<file path="src/rtl/mms_pkg.sv">
// ----------------------------------------------------------------------------
// mms_pkg
// Shared types and constants of the min/max stack.
// ----------------------------------------------------------------------------
package mms_pkg;

    localparam int DEPTH   = 64;
    localparam int DATA_W  = 32;
    localparam int ADDR_W  = (DEPTH > 1) ? $clog2(DEPTH) : 1;
    localparam int FILL_W  = $clog2(DEPTH + 1);
    localparam int COUNT_W = 7;

    localparam logic ACT_PUSH = 1'b0;
    localparam logic ACT_POP  = 1'b1;

    localparam logic signed [DATA_W-1:0] EMPTY_VALUE = '1;

    typedef enum logic [1:0] {
        S_IDLE,
        S_SCAN,
        S_LAST,
        S_OUT
    } t_state;

    typedef struct packed {
        logic vld;
        logic first;
    } t_scan_ctl;

endpackage

</file>
<file path="src/rtl/mms_ram.sv">
// ----------------------------------------------------------------------------
// mms_ram
// Generic single-write, single-read RAM with registered read data.
// ----------------------------------------------------------------------------
module mms_ram #(
    parameter int WIDTH = 32,
    parameter int DEPTH = 64,
    parameter int AW    = (DEPTH > 1) ? $clog2(DEPTH) : 1
) (
    input  logic             i_clk,
    input  logic             i_wr_en,
    input  logic [AW-1:0]    i_wr_addr,
    input  logic [WIDTH-1:0] i_wr_data,
    input  logic             i_rd_en,
    input  logic [AW-1:0]    i_rd_addr,
    output logic [WIDTH-1:0] o_rd_data
);

    logic [WIDTH-1:0] r_mem [DEPTH];
    logic [WIDTH-1:0] r_rd_data;

    always_ff @(posedge i_clk) begin
        if (i_wr_en) begin
            r_mem[i_wr_addr] <= i_wr_data;
        end
        if (i_rd_en) begin
            r_rd_data <= r_mem[i_rd_addr];
        end
    end

    assign o_rd_data = r_rd_data;

endmodule

</file>
<file path="src/rtl/mms_scan.sv">
// ----------------------------------------------------------------------------
// mms_scan
// Shared compare unit: folds one stored word per cycle into running max/min.
// ----------------------------------------------------------------------------
module mms_scan (
    input  logic                                 i_clk,
    input  mms_pkg::t_scan_ctl                   i_ctl,
    input  logic signed [mms_pkg::DATA_W-1:0]    i_data,
    output logic signed [mms_pkg::DATA_W-1:0]    o_max,
    output logic signed [mms_pkg::DATA_W-1:0]    o_min
);

    logic signed [mms_pkg::DATA_W-1:0] r_max;
    logic signed [mms_pkg::DATA_W-1:0] r_min;
    logic signed [mms_pkg::DATA_W-1:0] n_max;
    logic signed [mms_pkg::DATA_W-1:0] n_min;

    always_comb begin
        n_max = r_max;
        n_min = r_min;
        if (i_ctl.first) begin
            n_max = i_data;
            n_min = i_data;
        end else begin
            if (i_data > r_max) begin
                n_max = i_data;
            end
            if (i_data < r_min) begin
                n_min = i_data;
            end
        end
    end

    always_ff @(posedge i_clk) begin
        if (i_ctl.vld) begin
            r_max <= n_max;
            r_min <= n_min;
        end
    end

    assign o_max = r_max;
    assign o_min = r_min;

endmodule

</file>
<file path="src/rtl/stack_with_min_max_query_unit.sv">
// ----------------------------------------------------------------------------
// stack_with_min_max_query_unit
// Bounded LIFO stack of signed words reporting count, max and min per request.
// ----------------------------------------------------------------------------
// One request is taken at a time. When a request is accepted (a push writes
// the stack RAM then), the stored words 0..N-1, N being the count held
// afterwards, are read one per cycle through the RAM read port into a single
// compare unit; the read data and its scan control are registered on the way.
// The scan is skipped when the stack ends up empty. The result stays on the
// output until taken; input stall is high meanwhile.
module stack_with_min_max_query_unit (
    input  logic                                  i_clk,
    input  logic                                  i_rst_n,
    input  logic                                  i_in_valid,
    output logic                                  o_in_stall,
    input  logic                                  i_action,
    input  logic signed [mms_pkg::DATA_W-1:0]     i_push_value,
    output logic                                  o_out_valid,
    input  logic                                  i_out_stall,
    output logic        [mms_pkg::COUNT_W-1:0]    o_element_count,
    output logic signed [mms_pkg::DATA_W-1:0]     o_largest_value,
    output logic signed [mms_pkg::DATA_W-1:0]     o_smallest_value,
    output logic                                  o_push_dropped,
    output logic                                  o_pop_on_empty
);

    mms_pkg::t_state                 r_state;
    mms_pkg::t_state                 n_state;
    logic [mms_pkg::FILL_W-1:0]      r_fill;
    logic [mms_pkg::FILL_W-1:0]      n_fill;
    logic [mms_pkg::ADDR_W-1:0]      r_rd_addr;
    logic [mms_pkg::ADDR_W-1:0]      n_rd_addr;
    logic                            r_dropped;
    logic                            n_dropped;
    logic                            r_underflow;
    logic                            n_underflow;
    mms_pkg::t_scan_ctl              r_ctl;
    mms_pkg::t_scan_ctl              n_ctl;

    logic                            in_acc;
    logic                            is_full;
    logic                            is_empty;
    logic                            wr_en;
    logic                            rd_en;
    logic                            last_addr;
    logic [mms_pkg::DATA_W-1:0]      rd_data;
    logic signed [mms_pkg::DATA_W-1:0] scan_max;
    logic signed [mms_pkg::DATA_W-1:0] scan_min;

    assign in_acc    = i_in_valid && (r_state == mms_pkg::S_IDLE);
    assign is_full   = (r_fill == mms_pkg::FILL_W'(mms_pkg::DEPTH));
    assign is_empty  = (r_fill == '0);
    assign wr_en     = in_acc && (i_action == mms_pkg::ACT_PUSH) && !is_full;
    assign rd_en     = (r_state == mms_pkg::S_SCAN);
    assign last_addr = (mms_pkg::FILL_W'(r_rd_addr) == (r_fill - mms_pkg::FILL_W'(1)));

    always_comb begin
        n_state     = r_state;
        n_fill      = r_fill;
        n_rd_addr   = r_rd_addr;
        n_dropped   = r_dropped;
        n_underflow = r_underflow;
        n_ctl.vld   = rd_en;
        n_ctl.first = (r_rd_addr == '0);
        case (r_state)
            mms_pkg::S_IDLE: begin
                if (in_acc) begin
                    n_rd_addr   = '0;
                    n_dropped   = 1'b0;
                    n_underflow = 1'b0;
                    if (i_action == mms_pkg::ACT_PUSH) begin
                        if (is_full) begin
                            n_dropped = 1'b1;
                        end else begin
                            n_fill = r_fill + mms_pkg::FILL_W'(1);
                        end
                    end else begin
                        if (is_empty) begin
                            n_underflow = 1'b1;
                        end else begin
                            n_fill = r_fill - mms_pkg::FILL_W'(1);
                        end
                    end
                    n_state = (n_fill == '0) ? mms_pkg::S_OUT : mms_pkg::S_SCAN;
                end
            end
            mms_pkg::S_SCAN: begin
                n_rd_addr = r_rd_addr + mms_pkg::ADDR_W'(1);
                if (last_addr) begin
                    n_state = mms_pkg::S_LAST;
                end
            end
            mms_pkg::S_LAST: begin
                n_state = mms_pkg::S_OUT;
            end
            mms_pkg::S_OUT: begin
                if (!i_out_stall) begin
                    n_state = mms_pkg::S_IDLE;
                end
            end
            default: begin
                n_state = mms_pkg::S_IDLE;
            end
        endcase
    end

    always_ff @(posedge i_clk) begin
        if (!i_rst_n) begin
            r_state <= mms_pkg::S_IDLE;
            r_fill  <= '0;
            r_ctl   <= '0;
        end else begin
            r_state <= n_state;
            r_fill  <= n_fill;
            r_ctl   <= n_ctl;
        end
    end

    always_ff @(posedge i_clk) begin
        r_rd_addr   <= n_rd_addr;
        r_dropped   <= n_dropped;
        r_underflow <= n_underflow;
    end

    mms_ram #(
        .WIDTH (mms_pkg::DATA_W),
        .DEPTH (mms_pkg::DEPTH)
    ) u_ram (
        .i_clk     (i_clk),
        .i_wr_en   (wr_en),
        .i_wr_addr (r_fill[mms_pkg::ADDR_W-1:0]),
        .i_wr_data (i_push_value),
        .i_rd_en   (rd_en),
        .i_rd_addr (r_rd_addr),
        .o_rd_data (rd_data)
    );

    mms_scan u_scan (
        .i_clk  (i_clk),
        .i_ctl  (r_ctl),
        .i_data (rd_data),
        .o_max  (scan_max),
        .o_min  (scan_min)
    );

    assign o_in_stall       = (r_state != mms_pkg::S_IDLE);
    assign o_out_valid      = (r_state == mms_pkg::S_OUT);
    assign o_element_count  = mms_pkg::COUNT_W'(r_fill);
    assign o_largest_value  = is_empty ? mms_pkg::EMPTY_VALUE : scan_max;
    assign o_smallest_value = is_empty ? mms_pkg::EMPTY_VALUE : scan_min;
    assign o_push_dropped   = r_dropped;
    assign o_pop_on_empty   = r_underflow;

`ifndef SYNTHESIS
    a_fill_bound: assert property (@(posedge i_clk) disable iff (!i_rst_n)
        r_fill <= mms_pkg::FILL_W'(mms_pkg::DEPTH))
        else $error("fill level above depth");

    a_push_grows: assert property (@(posedge i_clk) disable iff (!i_rst_n)
        wr_en |=> (r_fill == $past(r_fill) + mms_pkg::FILL_W'(1)))
        else $error("accepted push did not grow the stack");

    a_flags_exclusive: assert property (@(posedge i_clk) disable iff (!i_rst_n)
        o_out_valid |-> !(o_push_dropped && o_pop_on_empty))
        else $error("both error flags set on one result");

    a_max_ge_min: assert property (@(posedge i_clk) disable iff (!i_rst_n)
        (o_out_valid && !is_empty) |-> (o_largest_value >= o_smallest_value))
        else $error("largest value below smallest value");
`endif

endmodule

</file>
<file path="config.mk">
export PLATFORM = sky130hd
export DESIGN_NAME = stack_with_min_max_query_unit
export DESIGN_NICKNAME = d
export VERILOG_FILES = /design/src/rtl/mms_pkg.sv /design/src/rtl/mms_ram.sv /design/src/rtl/mms_scan.sv /design/src/rtl/stack_with_min_max_query_unit.sv
export SDC_FILE = /design/constraint.sdc
export NUM_CORES = 2
export LEC_CHECK = 0
export BUFFER_PORTS_ARGS = -buffer_cell sky130_fd_sc_hd__buf_2
export CELL_PAD_IN_SITES_DETAIL_PLACEMENT = 1
export CELL_PAD_IN_SITES_GLOBAL_PLACEMENT = 1
export CORE_MARGIN = 2
export CORE_UTILIZATION = 60
export DETAILED_ROUTE_END_ITERATION = 10
export PLACE_DENSITY_LB_ADDON = 0.1
export SLEW_MARGIN = 20
export SYNTH_ARGS = -nofsm -noshare
export SYNTH_HDL_FRONTEND = slang
export SYNTH_SLANG_ARGS = --single-unit
</file>
<file path="constraint.sdc">
create_clock -name i_clk -period 19.6 [get_ports i_clk]
set_input_delay 1.96 -clock i_clk [delete_from_list [all_inputs] [get_ports i_clk]]
set_output_delay 1.96 -clock i_clk [all_outputs]
set_load 0.02 [all_outputs]
</file>
==> out/qor.txt <==
====================================================================================================
Arrival @ worst endpoint                                                                     3.67 ns
TritonCTS Buffers                                                                                206
Cell leakage power                                                                          30.19 nW
Aggregate routed wire length                                                               244600 um
Total power density per cell area                                                       132.3 nW/um^2
Worst hold slack                                                                           0.5984 ns
Number of nets with antenna violations after routing                                               0
Reg-to-reg startpoint                                                                   r_rd_addr[0]$_SDFFCE_PN0P_
Initial core utilization                                                                      0.6046
Routability congestion estimate from global placement                                         0.8461
Cell taking the most area after synthesis                                                   edfxtp_1
Class of the most critical setup path                                                        reg2out
Post-layout net count                                                                           4228
Max-Slew Margin vs Limit                                                                      0.1883
Final setup vio count                                                                              0
Mean Syn Cell Area                                                                        21.93 um^2
Cell type of the slowest stage on the worst timing path                                      dfxtp_1
Vias after detailed routing                                                                    42958
Number of buffers inserted by port buffering                                                     111
Detail-routed via count per cell                                                               6.940
Outcome                                                                                 complete, no violations
Critical path cell sequence                                                             inv_1, ha_1, and3_1, nand2b_2, buf_4, nand2_1, buf_2
Critical path endpoint category                                                          output port
Core box area                                                                            139500 um^2
Number of standard cells after synthesis                                                        3847
Share of the clock period used by the worst path after layout                                 0.2873
Worst endpoint required time                                                                17.64 ns
Most used flip-flop cell after synthesis                                                    edfxtp_1
Final setup slack of the worst path                                                         13.97 ns
Clock tree skew after final layout                                                        0.04969 ns
Sinks on Clock Net                                                                              2163
GR Overflow Total                                                                                  0
Global-route wire length before repair                                                     340000 um
Hold Path Class                                                                              reg2reg
Maximum buffer depth of the clock tree                                                             3
Maximum operating frequency                                                                177.6 MHz
Post-DP HPWL                                                                               146300 um
Critical path buffer and inverter count                                                            3
Unrepaired setup endpoints after global routing                                                false
Ranking of synthesized cells by instance count                                          edfxtp_1, mux4_2, nand2_1
Final std cell area, no fill                                                              95690 um^2
Area growth from synthesis to layout                                                          13.42%
Die boundary width                                                                          379.0 um
CTS tree                                                                                       built
Number of antenna violations at the first check in global routing                                 27
Worst reg2reg setup slack                                                                   14.32 ns
Number of global-route vias before repair                                                      44208
Number of stages on the worst setup path                                                           7
Final routed DRC violation total                                                                   0
Maximum number of pins on one net before global-route repair                                     129
Post-synthesis cell area                                                                  84370 um^2
Avg WL per Cell                                                                             39.52 um
Max-cap violation count                                                                            0
Setup Fix Bufs, Post-CTS                                                                           0
Clock network latency to the later pin of the worst-skew pair                                0.86 ns
Standard cell area after detailed placement                                               88550 um^2
Top Ports                                                                                        112
Worst setup timing slack at the placement stage                                             14.35 ns
First-pass iteration count of the detailed router                                                  6
Worst VDD drop                                                                              100.4 uV
Async set-or-reset flop fraction in the synthesized netlist                                        0
Setup tns final                                                                                 0 ns
Transition at the pin with the smallest max-transition slack                                1.205 ns
Post-synthesis sequential element count                                                         2163
Number of warnings reported in the yosys synthesis log                                             0
Clock period minus worst slack                                                              5.630 ns
Starting DRT DRC Count                                                                          5919
Hold violation total from the final report                                                         0
Clock-pin slew reported for the worst setup and hold paths after clock tree synthesis        0.06 ns
Origin of the worst setup path                                                          o_element_count[0]$_SDFFE_PN0P_
Maximum net fanout on the critical path                                                           67
Cell row count                                                                                   137
Number of enable-type register cells in the synthesized netlist                                 2152
Reg2Reg Depth                                                                                      8
Post-CTS sizing                                                                                    0
Register area share after synthesis                                                           0.7686
Clock root buffer                                                                          clkbuf_16
Total Routing Usage GR                                                                        0.3474
Most instantiated library cell after synthesis                                              edfxtp_1
Cts hold-fix bufs                                                                                  0
Unique masters post-synth                                                                         69
H-tree depth                                                                                       4
Max Slew Vio Count                                                                                 0
Largest stage delay, worst path                                                              0.77 ns
Worst reg2reg endpoint                                                                  u_ram.o_rd_data[25]$_DFFE_PP_
Post-synth net total                                                                            3956
Leading cell types by total area after synthesis                                        edfxtp_1, mux4_2, mux2i_1, ha_1, nand2_1
Gate family responsible for the most delay along the worst path                         buffers and inverters
Area share of the leading cell type in the synthesized netlist                                0.7660
Startpoint kind of the worst setup timing path                                             flip-flop
Crit path to                                                                            o_largest_value[18]
Layout cell share with drive strength beyond 1                                                0.2803
Die area                                                                                 143600 um^2
Die Y                                                                                       379.0 um
====================================================================================================
## placed cells by master (no fill, tap or decap), types with 65 or more instances in the layout
master        n
inv_1        78
mux4_2      543
buf_2       107
mux2i_1     103
nand2_1     131
buf_4        95
edfxtp_1   2152
clkbuf_16   213
ha_1         71
o22ai_1      65
## power breakdown
part | internal [mW] | switching (mW)
sequential | 5.23 | 0.168
combinational | 1.21 | 2.05
clock | 2.30 | 1.71
total | 8.74 | 3.92
## worst reg2reg max path, cell delays in order (launching register included)
cell	delay (ns)
edfxtp_1	0.39
buf_12	0.52
buf_4	0.91
buf_12	0.55
buf_4	0.97
mux4_2	0.63
mux4_2	0.52
a21oi_1	0.39
nor3_1	0.14
## how the worst min path moves through the flow
stage	endpoint	start	slack [ns]	cells after the start
CTS	r_state[0]$_SDFFE_PN0P_	r_state[0]$_SDFFE_PN0P_	0.61	2
floorplan	u_scan.o_max[0]$_DFFE_PP_	u_ram.o_rd_data[0]$_DFFE_PP_	0.46	0
global route	r_state[0]$_SDFFE_PN0P_	r_state[0]$_SDFFE_PN0P_	0.63	2
detailed placement	r_state[0]$_SDFFE_PN0P_	r_state[0]$_SDFFE_PN0P_	0.60	2
finish	r_state[0]$_SDFFE_PN0P_	r_state[0]$_SDFFE_PN0P_	0.60	2
global placement	r_state[0]$_SDFFE_PN0P_	r_state[0]$_SDFFE_PN0P_	0.53	2
## routing by layer
layer / part of all wire / GRT usage
met1: 0.36 / 0.4641
met2: 0.49 / 0.5471
met3: 0.11 / 0.08871
met4: 0.046 / 0.1548
met5: 0.0012 / 0.01132
## sequential cells by signal, indices dropped and copies added (netlist names)
name             cells
u_ram.r_mem       2048
r_ctl                2
r_state              2
o_element_count      7
u_scan.o_min        32
r_rd_addr            6
o_push_dropped       1
o_pop_on_empty       1
u_ram.o_rd_data     32
u_scan.o_max        32
## final cells by class
cell class | instances | area [um^2]
clock buffer | 245 | 5450
inverter | 78 | 292.8
timing repair buffer | 261 | 2665
clock inverter | 139 | 1292
antenna | 19 | 47.55
sequential | 2163 | 64840
tap | 1876 | 2347
multi-input combinational | 1409 | 18750
fill | 10758 | 43840
## through the flow
| step | std cells | total power [mW] | util |
|---|---|---|---|
| final | 6190 | 12.66 | 0.6858 |
| after global routing | 6173 | 12.97 | 0.6855 |
| after CTS | 6156 | 12.66 | 0.6829 |
| after detailed placement | 5772 | 8.692 | 0.6346 |
| after global placement | 5733 | 8.591 | 0.6277 |
| after floorplan | 3847 | 7.373 | - |
## kinds of logic (layout without fill, tap and decap cells)
kind of cell	Yosys count	in the layout	synth area share
mux	660	660	0.1590
fa+ha+maj	72	72	0.01068
simple gates	374	374	0.02087
buf+inv	275	723	0.01560
xor+xnor	15	15	0.001557
compound gates	288	288	0.02368
flops	2163	2163	0.7686
other cells	0	19	0
No activity file was read; power rests on OpenSTA's default activity.
